==> src/sv/bitmap_run_allocator_assert.svh <==
`ifndef BITMAP_RUN_ALLOCATOR_ASSERT_SVH
`define BITMAP_RUN_ALLOCATOR_ASSERT_SVH

// check a property on every clock edge outside of reset
`ifndef NO_ASSERTIONS
`define BRA_ASSERT(name, prop) \
  name: assert property (@(posedge clk_i) disable iff (!rst_ni) prop) \
    else $error("bitmap_run_allocator: assertion failed");
// check a property on every clock edge, reset included
`define BRA_ASSERT_ALWAYS(name, prop) \
  name: assert property (@(posedge clk_i) prop) \
    else $error("bitmap_run_allocator: assertion failed");
`else
`define BRA_ASSERT(name, prop)
`define BRA_ASSERT_ALWAYS(name, prop)
`endif

`endif

==> src/sv/bra_pkg.sv <==
package bra_pkg;

  localparam int unsigned IDX_W            = 10;
  localparam int unsigned CNT_W            = 11;
  localparam int unsigned POS_W            = 12;
  localparam int unsigned WORD_W           = 32;
  localparam int unsigned WORD_BW          = $clog2(WORD_W);
  localparam int unsigned WIDX_W           = POS_W - WORD_BW;
  localparam int unsigned TOTAL_MAX        = (2 ** CNT_W) - 1;
  localparam int unsigned DEFAULT_MAX_BITS = 1024;
  localparam int unsigned RESET_TOTAL      = 1024;
  localparam int unsigned DEFAULT_DEPTH    = DEFAULT_MAX_BITS / WORD_W;

  typedef enum logic [1:0] {
    FN_QUERY = 2'd0,
    FN_MARK  = 2'd1,
    FN_ALLOC = 2'd2,
    FN_FREE  = 2'd3
  } func_e;

  typedef enum logic [1:0] {
    STAT_OK     = 2'd0,
    STAT_RANGE  = 2'd1,
    STAT_NOFREE = 2'd2,
    STAT_ZERO   = 2'd3
  } status_e;

  typedef enum logic [2:0] {
    ST_CLEAR,
    ST_IDLE,
    ST_QUERY,
    ST_SEARCH,
    ST_BITS,
    ST_SET,
    ST_FREE,
    ST_RESP
  } state_e;

endpackage

==> src/sv/bra_ram.sv <==
module bra_ram #(
  parameter int unsigned WIDTH = bra_pkg::WORD_W,
  parameter int unsigned DEPTH = bra_pkg::DEFAULT_DEPTH,
  localparam int unsigned AW = (DEPTH > 1) ? $clog2(DEPTH) : 1
) (
  input  logic             clk_i,
  input  logic             we_i,
  input  logic [AW-1:0]    waddr_i,
  input  logic [WIDTH-1:0] wdata_i,
  input  logic [AW-1:0]    raddr_i,
  output logic [WIDTH-1:0] rdata_o
);

  logic [WIDTH-1:0] mem_q [DEPTH];
  logic [WIDTH-1:0] rdata_q;

  always_ff @(posedge clk_i) begin
    if (we_i) begin
      mem_q[waddr_i] <= wdata_i;
    end
    rdata_q <= mem_q[raddr_i];
  end

  assign rdata_o = rdata_q;

endmodule

==> src/sv/bitmap_run_allocator.sv <==
// Channel   Direction  Handshake                Payload
// in        input      in_valid_i / in_stall_o  func_i, index_i, count_i
// out       output     out_valid_o / out_stall_i status_o, bit_value_o, start_index_o,
//                                               free_count_o, allocated_count_o
// cfg       input      cfg_we_i                 cfg_wdata_i (total_bits)
// Query and mark read their map word through the registered RAM read, then respond; a
// request settled by its range or length check goes straight to the response. Free reads
// and rewrites each map word it touches; allocate searches map words in order, scans a
// partly used word one bit a cycle, then sets the run word by word. After reset and after
// each total_bits write a clearing pass of one RAM word a cycle holds in_stall_o high. A
// result waits under out_stall_i while the next transaction is accepted and runs.
module bitmap_run_allocator #(
  parameter int unsigned MAX_BITS = bra_pkg::DEFAULT_MAX_BITS
) (
  input  logic                      clk_i,
  input  logic                      rst_ni,
  input  logic                      cfg_we_i,
  input  logic [bra_pkg::CNT_W-1:0] cfg_wdata_i,
  input  logic                      in_valid_i,
  output logic                      in_stall_o,
  input  logic [1:0]                func_i,
  input  logic [bra_pkg::IDX_W-1:0] index_i,
  input  logic [bra_pkg::CNT_W-1:0] count_i,
  output logic                      out_valid_o,
  input  logic                      out_stall_i,
  output logic [1:0]                status_o,
  output logic                      bit_value_o,
  output logic [bra_pkg::IDX_W-1:0] start_index_o,
  output logic [bra_pkg::CNT_W-1:0] free_count_o,
  output logic [bra_pkg::CNT_W-1:0] allocated_count_o
);

  import bra_pkg::*;

  `include "bitmap_run_allocator_assert.svh"

  localparam int unsigned CAP   = (MAX_BITS < TOTAL_MAX) ? MAX_BITS : TOTAL_MAX;
  localparam int unsigned DEPTH = (CAP + WORD_W - 1) / WORD_W;
  localparam int unsigned AW    = (DEPTH > 1) ? $clog2(DEPTH) : 1;
  localparam int unsigned RST_T = (RESET_TOTAL < CAP) ? RESET_TOTAL : CAP;

  localparam logic [CNT_W-1:0]   CAP_V   = CNT_W'(CAP);
  localparam logic [CNT_W-1:0]   RST_V   = CNT_W'(RST_T);
  localparam logic [WIDX_W-1:0]  LAST_W  = WIDX_W'(DEPTH - 1);
  localparam logic [WORD_BW-1:0] LAST_B  = WORD_BW'(WORD_W - 1);

  function automatic logic [WORD_BW:0] popcnt(logic [WORD_W-1:0] w);
    logic [WORD_BW:0] acc [WORD_W];
    for (int i = 0; i < WORD_W; i++) begin
      acc[i] = {{WORD_BW{1'b0}}, w[i]};
    end
    for (int s = 1; s < WORD_W; s = s * 2) begin
      for (int i = 0; i + s < WORD_W; i = i + 2 * s) begin
        acc[i] = acc[i] + acc[i+s];
      end
    end
    return acc[0];
  endfunction

  state_e             state_q, state_d;
  logic [CNT_W-1:0]   total_q, total_d;
  logic [CNT_W-1:0]   used_q, used_d;
  logic [WIDX_W-1:0]  wd_q, wd_d;
  logic               rd_wait_q, rd_wait_d;
  func_e              func_q, func_d;
  logic [POS_W-1:0]   idx_q, idx_d;
  logic [POS_W-1:0]   hi_q, hi_d;
  logic [CNT_W-1:0]   cnt_q, cnt_d;
  logic [WIDX_W-1:0]  last_q, last_d;
  logic [POS_W-1:0]   run_q, run_d;
  logic [WORD_W-1:0]  word_q, word_d;
  logic [WORD_BW-1:0] bit_q, bit_d;
  status_e            status_q, status_d;
  logic               bitv_q, bitv_d;
  logic [POS_W-1:0]   start_q, start_d;

  logic               out_valid_q;
  status_e            out_status_q;
  logic               out_bitv_q;
  logic [IDX_W-1:0]   out_start_q;
  logic [CNT_W-1:0]   out_free_q;
  logic [CNT_W-1:0]   out_used_q;
  logic               load_out;

  logic               ram_we;
  logic [WORD_W-1:0]  ram_wdata;
  logic [WORD_W-1:0]  ram_rdata;

  logic [POS_W-1:0]   in_lo, in_hi, in_hi_m1, total_p, total_m1, cnt_p;
  logic [POS_W-1:0]   wbase, run_w, run_b, bit_pos;
  logic [WORD_W-1:0]  beyond, rmask, eff;
  logic               go_set, advance;
  logic [POS_W-1:0]   set_start, set_end_m1;

  assign in_lo    = POS_W'(index_i);
  assign in_hi    = in_lo + POS_W'(count_i);
  assign in_hi_m1 = in_hi - POS_W'(1);
  assign total_p  = POS_W'(total_q);
  assign total_m1 = total_p - POS_W'(1);
  assign cnt_p    = POS_W'(cnt_q);
  assign wbase    = {wd_q, {WORD_BW{1'b0}}};
  assign run_w    = run_q + POS_W'(WORD_W);
  assign run_b    = word_q[bit_q] ? '0 : run_q + POS_W'(1);
  assign bit_pos  = wbase + POS_W'(bit_q);

  always_comb begin
    for (int b = 0; b < WORD_W; b++) begin
      beyond[b] = (wbase + POS_W'(b)) >= total_p;
      rmask[b]  = ((wbase + POS_W'(b)) >= idx_q) && ((wbase + POS_W'(b)) < hi_q);
    end
  end

  assign eff = ram_rdata | beyond;

  bra_ram #(
    .WIDTH (WORD_W),
    .DEPTH (DEPTH)
  ) u_map (
    .clk_i   (clk_i),
    .we_i    (ram_we),
    .waddr_i (wd_q[AW-1:0]),
    .wdata_i (ram_wdata),
    .raddr_i (wd_q[AW-1:0]),
    .rdata_o (ram_rdata)
  );

  always_comb begin
    state_d    = state_q;
    total_d    = total_q;
    used_d     = used_q;
    wd_d       = wd_q;
    rd_wait_d  = rd_wait_q;
    func_d     = func_q;
    idx_d      = idx_q;
    hi_d       = hi_q;
    cnt_d      = cnt_q;
    last_d     = last_q;
    run_d      = run_q;
    word_d     = word_q;
    bit_d      = bit_q;
    status_d   = status_q;
    bitv_d     = bitv_q;
    start_d    = start_q;
    ram_we     = 1'b0;
    ram_wdata  = ram_rdata;
    load_out   = 1'b0;
    go_set     = 1'b0;
    advance    = 1'b0;
    set_start  = '0;
    set_end_m1 = '0;

    case (state_q)
      ST_CLEAR: begin
        ram_we    = 1'b1;
        ram_wdata = '0;
        if (wd_q == LAST_W) begin
          state_d = ST_IDLE;
        end else begin
          wd_d = wd_q + WIDX_W'(1);
        end
      end
      ST_IDLE: begin
        if (in_valid_i) begin
          func_d    = func_e'(func_i);
          idx_d     = in_lo;
          hi_d      = in_hi;
          cnt_d     = count_i;
          status_d  = STAT_OK;
          bitv_d    = 1'b0;
          start_d   = '0;
          run_d     = '0;
          rd_wait_d = 1'b1;
          case (func_e'(func_i))
            FN_QUERY, FN_MARK: begin
              if (CNT_W'(index_i) >= total_q) begin
                status_d = STAT_RANGE;
                state_d  = ST_RESP;
              end else begin
                wd_d    = in_lo[POS_W-1:WORD_BW];
                state_d = ST_QUERY;
              end
            end
            FN_ALLOC: begin
              if (count_i == '0) begin
                status_d = STAT_ZERO;
                state_d  = ST_RESP;
              end else if (count_i > (total_q - used_q)) begin
                status_d = STAT_NOFREE;
                state_d  = ST_RESP;
              end else begin
                wd_d    = '0;
                last_d  = total_m1[POS_W-1:WORD_BW];
                state_d = ST_SEARCH;
              end
            end
            default: begin
              if (count_i == '0) begin
                state_d = ST_RESP;
              end else if (in_hi > total_p) begin
                status_d = STAT_RANGE;
                state_d  = ST_RESP;
              end else begin
                wd_d    = in_lo[POS_W-1:WORD_BW];
                last_d  = in_hi_m1[POS_W-1:WORD_BW];
                state_d = ST_FREE;
              end
            end
          endcase
        end
      end
      ST_QUERY: begin
        if (rd_wait_q) begin
          rd_wait_d = 1'b0;
        end else begin
          if (func_q == FN_MARK) begin
            if (!ram_rdata[idx_q[WORD_BW-1:0]]) begin
              ram_we    = 1'b1;
              ram_wdata = ram_rdata | (WORD_W'(1) << idx_q[WORD_BW-1:0]);
              used_d    = used_q + CNT_W'(1);
            end
          end else begin
            bitv_d = ram_rdata[idx_q[WORD_BW-1:0]];
          end
          state_d = ST_RESP;
        end
      end
      ST_SEARCH: begin
        if (rd_wait_q) begin
          rd_wait_d = 1'b0;
        end else if (eff == '0) begin
          if (run_w >= cnt_p) begin
            go_set    = 1'b1;
            set_start = wbase - run_q;
          end else begin
            run_d   = run_w;
            advance = 1'b1;
          end
        end else if (&eff) begin
          run_d   = '0;
          advance = 1'b1;
        end else begin
          word_d  = eff;
          bit_d   = '0;
          state_d = ST_BITS;
        end
      end
      ST_BITS: begin
        run_d = run_b;
        if (run_b == cnt_p) begin
          go_set    = 1'b1;
          set_start = bit_pos + POS_W'(1) - cnt_p;
        end else if (bit_q == LAST_B) begin
          advance = 1'b1;
        end else begin
          bit_d = bit_q + WORD_BW'(1);
        end
      end
      ST_SET: begin
        if (rd_wait_q) begin
          rd_wait_d = 1'b0;
        end else begin
          ram_we    = 1'b1;
          ram_wdata = ram_rdata | rmask;
          if (wd_q == last_q) begin
            used_d  = used_q + cnt_q;
            state_d = ST_RESP;
          end else begin
            wd_d      = wd_q + WIDX_W'(1);
            rd_wait_d = 1'b1;
          end
        end
      end
      ST_FREE: begin
        if (rd_wait_q) begin
          rd_wait_d = 1'b0;
        end else begin
          ram_we    = 1'b1;
          ram_wdata = ram_rdata & ~rmask;
          used_d    = used_q - CNT_W'(popcnt(ram_rdata & rmask));
          if (wd_q == last_q) begin
            state_d = ST_RESP;
          end else begin
            wd_d      = wd_q + WIDX_W'(1);
            rd_wait_d = 1'b1;
          end
        end
      end
      ST_RESP: begin
        if (!out_valid_q || !out_stall_i) begin
          load_out = 1'b1;
          state_d  = ST_IDLE;
        end
      end
      default: begin
        state_d = ST_CLEAR;
        wd_d    = '0;
      end
    endcase

    if (advance) begin
      if (wd_q == last_q) begin
        status_d = STAT_NOFREE;
        state_d  = ST_RESP;
      end else begin
        wd_d      = wd_q + WIDX_W'(1);
        rd_wait_d = 1'b1;
        state_d   = ST_SEARCH;
      end
    end

    set_end_m1 = set_start + cnt_p - POS_W'(1);
    if (go_set) begin
      start_d   = set_start;
      idx_d     = set_start;
      hi_d      = set_start + cnt_p;
      wd_d      = set_start[POS_W-1:WORD_BW];
      last_d    = set_end_m1[POS_W-1:WORD_BW];
      rd_wait_d = 1'b1;
      state_d   = ST_SET;
    end

    if (cfg_we_i) begin
      total_d = (cfg_wdata_i > CAP_V) ? CAP_V : cfg_wdata_i;
      used_d  = '0;
      wd_d    = '0;
      state_d = ST_CLEAR;
    end
  end

  always_ff @(posedge clk_i or negedge rst_ni) begin
    if (!rst_ni) begin
      state_q     <= ST_CLEAR;
      total_q     <= RST_V;
      used_q      <= '0;
      wd_q        <= '0;
      rd_wait_q   <= 1'b0;
      out_valid_q <= 1'b0;
    end else begin
      state_q   <= state_d;
      total_q   <= total_d;
      used_q    <= used_d;
      wd_q      <= wd_d;
      rd_wait_q <= rd_wait_d;
      if (load_out) begin
        out_valid_q <= 1'b1;
      end else if (!out_stall_i) begin
        out_valid_q <= 1'b0;
      end
    end
  end

  always_ff @(posedge clk_i) begin
    func_q   <= func_d;
    idx_q    <= idx_d;
    hi_q     <= hi_d;
    cnt_q    <= cnt_d;
    last_q   <= last_d;
    run_q    <= run_d;
    word_q   <= word_d;
    bit_q    <= bit_d;
    status_q <= status_d;
    bitv_q   <= bitv_d;
    start_q  <= start_d;
    if (load_out) begin
      out_status_q <= status_q;
      out_bitv_q   <= bitv_q;
      out_start_q  <= start_q[IDX_W-1:0];
      out_free_q   <= total_q - used_q;
      out_used_q   <= used_q;
    end
  end

  assign in_stall_o        = (state_q != ST_IDLE);
  assign out_valid_o       = out_valid_q;
  assign status_o          = out_status_q;
  assign bit_value_o       = out_bitv_q;
  assign start_index_o     = out_start_q;
  assign free_count_o      = out_free_q;
  assign allocated_count_o = out_used_q;

  `BRA_ASSERT(a_used_within_total, used_q <= total_q)
  `BRA_ASSERT(a_busy_after_accept, in_valid_i && !in_stall_o |=> in_stall_o)
  `BRA_ASSERT(a_cfg_clears_count, cfg_we_i |=> (used_q == '0) && (state_q == ST_CLEAR))
  `BRA_ASSERT(a_result_from_resp, $rose(out_valid_q) |-> $past(state_q == ST_RESP))

endmodule
==> config.mk <==
export PLATFORM = sky130hd
export DESIGN_NAME = bitmap_run_allocator
export DESIGN_NICKNAME = d
export VERILOG_FILES = /design/src/sv/bra_pkg.sv /design/src/sv/bra_ram.sv /design/src/sv/bitmap_run_allocator.sv
export VERILOG_INCLUDE_DIRS = /design/src /design/src/sv
export SDC_FILE = /design/constraint.sdc
export NUM_CORES = 2
export LEC_CHECK = 0
export BUFFER_PORTS_ARGS = -buffer_cell sky130_fd_sc_hd__buf_2
export CAP_MARGIN = 10
export CORE_MARGIN = 2
export CORE_UTILIZATION = 55
export DETAILED_ROUTE_END_ITERATION = 8
export PLACE_DENSITY = 0.73
export SETUP_SLACK_MARGIN = 0.2
export SLEW_MARGIN = 0
export SYNTH_ARGS = -nofsm -noshare
export SYNTH_HDL_FRONTEND = slang
export SYNTH_SLANG_ARGS = --single-unit
==> constraint.sdc <==
create_clock -name clk_i -period 23.1 [get_ports clk_i]
set_input_delay 3.465 -clock clk_i [delete_from_list [all_inputs] [get_ports clk_i]]
set_output_delay 3.465 -clock clk_i [all_outputs]
set_load 0.02 [all_outputs]
== Word-level counts from Yosys, hierarchy flattened ==
Memories as Yosys holds them, arrays and structs flattened. A register that Yosys moved wholly into a read port is not among the register bits.
Index checks and enable logic that the tools add are counted.
Cells by class
  add/subtract/negate cells: 79
  magnitude comparators: 103
  equal/unequal tests: 45
  shifts and indexed selects: 1
  mux-type cells: 132
  bitwise gates (word level): 9
  reductions and logical operators: 59
Operators by type and width (count)
  $ge 12x11->1: 33
  $ge 12x12->1: 32
  $lt 12x12->1: 32
  $add 12x5->12 const B: 16
  $mux 12: 16
  $mux 32: 5
  $mux 7: 20
  $pmux 32 s4: 1
  $add 12x4->12 const B: 8
  $or 32x32->32: 3
  $mux 11: 8
  $and 32x32->32: 2
  $add 12x3->12 const B: 4
  $mux 3: 16
  $add 12x1->12 const B: 3
  $mux 1: 36
  $pmux 12 s3: 1
  $ne 5x5->1 const B: 7
  $pmux 11 s3: 1
  $add 1x1->2: 16
  $logic_and 1x1->1: 32
  $logic_not 32->1: 1
  $not 32->32: 1
  $reduce_and 32->1: 1
  other kinds (71): 133
Storage, ports and cells
  bits in registers: 175
  memory bits (writable): 1024
  logic and storage cells: 451
  memories: 1
Memory list
  u_map.mem_q: depth 32, width 32, rd ports 1, clocked after Yosys merged registers in 1, wr ports 1, line bra_ram.sv:14  | logic [WIDTH-1:0] mem_q [DEPTH];

== Logic depth before layout (Yosys ltp) ==
  depth in word-level cells: 13
  mapped depth: 36
  gate-level depth less buffers: 34

== Cells and area by module ==
A second synthesis with hierarchy kept.
Second synthesis, totals
  cell total of the unflattened synthesis: 4323
  area, all modules: 58190.8 µm²
By module, submodules not included
  bra_ram: times used 1, cells each 2260, area an instance 40492.6 µm², seq. area each 31390.1 µm²
  bitmap_run_allocator: times used 1, cells each 2063, area an instance 17698.2 µm², seq. area each 5066.1 µm²

== Least setup slack after synthesis ==
OpenSTA, ideal clock, no wires.
  path kind: flip-flop to flip-flop
  start point: register wd_q[4]
  end point: register used_q[9]
  setup time: 94 ps
  arrival: 7921 ps
  slack: 15085 ps
  cell stages (with the launch flop): 35
  clock period less this slack: 8015 ps
  cells stage by stage: dfrtp_1 ha_1 a21o_1 a21o_1 a21oi_1 o21a_1 nor2b_1 clkbuf_1 clkbuf_1 a221oi_1 and2_1 fa_1 inv_1 ha_1 fa_1 inv_1 fa_1 inv_1 fa_1 fa_1 inv_1 fa_1 fa_1 inv_1 ha_1 fa_1 a21o_1 a21oi_1 nand2_1 a21oi_1 xnor2_1 nor2_1 a21oi_1 nor3_1 a211oi_1
Between the ends
  word-level cells in the longest chain between the ends: 13
  elaborated cells on any way between the ends: 166
  those cells by class: add/sub (63); order compare (64); eq/ne (2); mux (3); bitwise (1); reduce/logical (33)
Ends and longest elaborated chain
  start: declaration: line bitmap_run_allocator.sv:63  | logic [WIDX_W-1:0] wd_q, wd_d;
  start signal: assignment: line bitmap_run_allocator.sv:342  | wd_q <= wd_d;
  $add 12x1->12 (tied with other cells): line bitmap_run_allocator.sv:109  | rmask[b] = ((wbase + POS_W'(b)) >= idx_q) && ((wbase + POS_W'(b)) < hi_q);
  $ge 12x12->1 or $lt 12x12->1 (tied branches): line bitmap_run_allocator.sv:109
  $logic_and 1x1->1: line bitmap_run_allocator.sv:109
  $and 32x32->32: line bitmap_run_allocator.sv:279  | used_d = used_q - CNT_W'(popcnt(ram_rdata & rmask));
  $add 1x1->2: line bitmap_run_allocator.sv:54  | acc[i] = acc[i] + acc[i+s];
  $add 2x2->3: line bitmap_run_allocator.sv:54
  $add 3x3->4: line bitmap_run_allocator.sv:54
  $add 4x4->5: line bitmap_run_allocator.sv:54
  $add 5x5->6: line bitmap_run_allocator.sv:54
  $sub 11x6->11: line bitmap_run_allocator.sv:279
  $mux 11: line bitmap_run_allocator.sv:274  | if (rd_wait_q) begin
  $pmux 11 s3: line bitmap_run_allocator.sv:152  | case (state_q)
  $mux 11: line bitmap_run_allocator.sv:322  | if (cfg_we_i) begin
  end signal: assignment: line bitmap_run_allocator.sv:341  | used_q <= used_d;
  end: declaration: line bitmap_run_allocator.sv:62  | logic [CNT_W-1:0] used_q, used_d;
Parallel ways exist; a longest one is shown, timed or not. The select of a mux whose other input is x is not followed.
A chain may end at the register's enable or synchronous reset.

== Worst setup path after layout ==
  start point: register wd_q[1]
  end point: register used_q[9]
Same word-level chain as after synthesis.

==> flow_metrics.tcl <==
set metrics [dict create \
    detailed_place_hpwl_microns 96100 \
    start_kind "flip-flop" \
    netlist_area_sq_um 56500 \
    reg2reg_depth 32 \
    ant_nets 0 \
    fillers 7257 \
    crit_slowest_cell "dfrtp_4" \
    post_cts_resize_count 0 \
    ys_seq_elements 1231 \
    synthArstFlopShare 0.0276 \
    grtUsageTotal 0.317 \
    power_density_nw_per_um2 111 \
    slew_headroom 0.168 \
    rsz0062_at_grt "no" \
    cts_made_buffers 120 \
    die_w_microns 324 \
    synth_nets 3867 \
    nets 3987 \
    ff2ff_setup_slack_ps 13810 \
    fp.dieH_microns 324 \
    diodes 0 \
    yosysWarnings 0 \
    synth_edf_count 1163 \
    grt_pass1_vias 34300 \
    clkTransAtPathRegs_ps 60 \
    clk-insertion-delay-late_ps 750 \
    cts_tree "built" \
    critPathRequiredTime_ps 23680 \
    die_area_sq_um 105000 \
    finalClockSkew_ps 82.4 \
    arrival_ps 9870 \
    ys_seq_area_frac 0.646 \
    port_buffers 75 \
    core_sq_um 102000 \
    fin_area_sq_um 63200 \
    drtIter0Drc 4694 \
    cts_num_sinks 1231 \
    report.final.hold_viol_count 0 \
    dr_total_vias 35400 \
    max_stage_delay_ps 1020 \
    antenna_found_initial 1 \
    synthFlopType "edfxtp_1" \
    critPathCaptureType "flip-flop" \
    multi_input_area_sq_um 18900 \
    seq_area_sq_um 36500 \
    fmax_mhz 108 \
    drive_gt1_frac 0.195 \
    syn_area_per_cell_sq_um 15.6 \
    cts_setup_buffers 0 \
    post_drt_via_cell_ratio 6.80 \
    worstSetupPathType "flip-flop to flip-flop" \
    synth_most_common_cell "edfxtp_1" \
    slew_viol_final 0 \
    setup_viol 0 \
    timing.rr.start "wd_q[1]$_DFF_PN0_" \
    r2r-end "used_q[9]$_DFFE_PN0P_" \
    grt_max_degree 98 \
    setup.worst_path.start "wd_q[1]$_DFF_PN0_" \
    crit_top_cell "fa_1" \
    wire_per_inst_microns 32.3 \
    worst_pin_slew_ps 1250 \
    final_core_util 0.621 \
    place.gp.congestion 1.02 \
    drc_errors 0 \
    netlist_instances 3615 \
    h-tree-depth 3 \
    row_count 117 \
    first_pass_iters 6 \
    grt_overflow 0 \
    path_max_fanout 50 \
    finalCritPeriodShare 0.402 \
    grt_pass1_wl_microns 241000 \
    hold_path.class "flip-flop to flip-flop" \
    yosys.cell_types.count 98 \
    synth_top_cell_area_share 0.619 \
    ios 76 \
    wl_microns 168000 \
    dpl-instance-area_sq_um 59000 \
    cts_root_buffer "clkbuf_16" \
    initial_utilization 0.555 \
    cts_hold_buf 0 \
    drv_cap 0 \
    syn2layout_area_growth_pct 11.9 \
    peakVddDrop_mv 0.111 \
    synthTopCellsByCount "edfxtp_1, mux4_2, inv_1, nand2_1, ha_1" \
    status "completed" \
    period_needed_ps 9290 \
    p_leak_uw 0.0218 \
    crit_path_end "used_q[9]$_DFFE_PN0P_" \
    cts_buffer_depth 3 \
    tns_ps 0 \
    ys_top_cells_by_area "edfxtp_1, mux4_2, ha_1" \
    synth_area_leader_cell "edfxtp_1" \
]
-- worst min path at each step --
stage | from | to | slack, ps | cells past startpoint
2_1_floorplan | bitv_q$_SDFFCE_PN0P_ | bit_value_o$_DFFE_PP_ | 400 | 0
3_3_place_gp | start_q[5]$_SDFFCE_PN0P_ | start_index_o[5]$_DFFE_PP_ | 400 | 0
3_5_place_dp | start_q[1]$_SDFFCE_PN0P_ | start_index_o[1]$_DFFE_PP_ | 410 | 0
4_1_cts | start_q[6]$_SDFFCE_PN0P_ | start_index_o[6]$_DFFE_PP_ | 420 | 0
5_1_grt | start_q[5]$_SDFFCE_PN0P_ | start_index_o[5]$_DFFE_PP_ | 430 | 0
6_report | start_q[1]$_SDFFCE_PN0P_ | start_index_o[1]$_DFFE_PP_ | 420 | 0
-- cells in the final DEF (no fill, tap or decap), types with 32 or more instances in the layout --
cell type and count:
a21o_1 37, nor3_1 39, nand4_1 52, inv_1 202, xnor2_1 62, nor2_4 32
o22ai_1 37, nand3_1 43, fa_1 35, nand2_1 179, nor2_1 138, edfxtp_1 1163
ha_1 178, buf_2 75, a22oi_1 150, clkbuf_16 121, mux4_2 274, xor2_1 36
dfxtp_1 34, buf_4 104, o21ai_0 85, a21oi_1 139
-- state kept, by name, summed over array words and instances (netlist names), 2 cells and up --
signal             flops
u_map.rdata_o         32
state_q                3
idx_q                 12
wd_q                   7
u_map.mem_q         1024
cnt_q                 11
allocated_count_o     11
hi_q                  12
used_q                11
run_q                 12
start_index_o         10
start_q               10
word_q                32
bit_q                  5
func_q                 2
total_q               11
status_o               2
status_q               2
last_q                 7
free_count_o          11
-- stage by stage --
stage | hold WS, ps | power, uW | setup WS, ps | std cells
finish | 418 | 6990 | 13810 | 5211
global route | 431 | 7240 | 13390 | 5211
CTS | 421 | 6970 | 13870 | 5205
detailed placement | 406 | 4950 | 13960 | 4975
global placement | 403 | 4930 | 14050 | 4975
floorplan | 400 | 4260 | 15080 | 3615
-- power breakdown --
group / internal [uW] / total [uW] / leakage (uW) / switching (uW)
clock: 1160 / 2020 / 0.00200 / 866
combinational: 780 / 1990 / 0.00827 / 1210
sequential: 2780 / 2970 / 0.0115 / 191
-- kinds of logic after synthesis --
group | Yosys count | synth area share
adders and majority gates | 214 | 0.0520
buffers and inverters | 391 | 0.0268
and+or+nand+nor | 667 | 0.0590
muxes | 295 | 0.113
AOI/OAI and AO/OA | 717 | 0.0873
xor gates and xnor gates | 100 | 0.0160
DFF | 1231 | 0.646
-- area by class of cell --
class,instances,area share
Clock buffer,149,0.0499
Timing Repair Buffer,186,0.0201
Inverter,203,0.0121
Tap cell,1368,0.0271
Sequential cell,1231,0.577
Multi-Input combinational cell,1993,0.299
Clock inverter,81,0.0152
-- worst max-delay path: cells and delay by family, from the launching register on --
kind	cells	cell delay, ps
compound gates	9	2110
xor+xnor	1	140
fa+ha+maj	11	4620
buf+inv	6	550
flops	1	1020
simple gates	5	700
-- metal layers --
metal / up-vias / track usage / share of wire / wire (microns)
met1: 17900 / 0.429 / 0.37 / 63100
met4: 0 / 0.163 / 0.062 / 10400
met5: - / 0 / 0 / 0
met3: 506 / 0.0644 / 0.10 / 17200
met2: 2367 / 0.493 / 0.46 / 77700
li1: 14600 / - / - / -
Note: power is estimated with default switching activity, not from simulation.
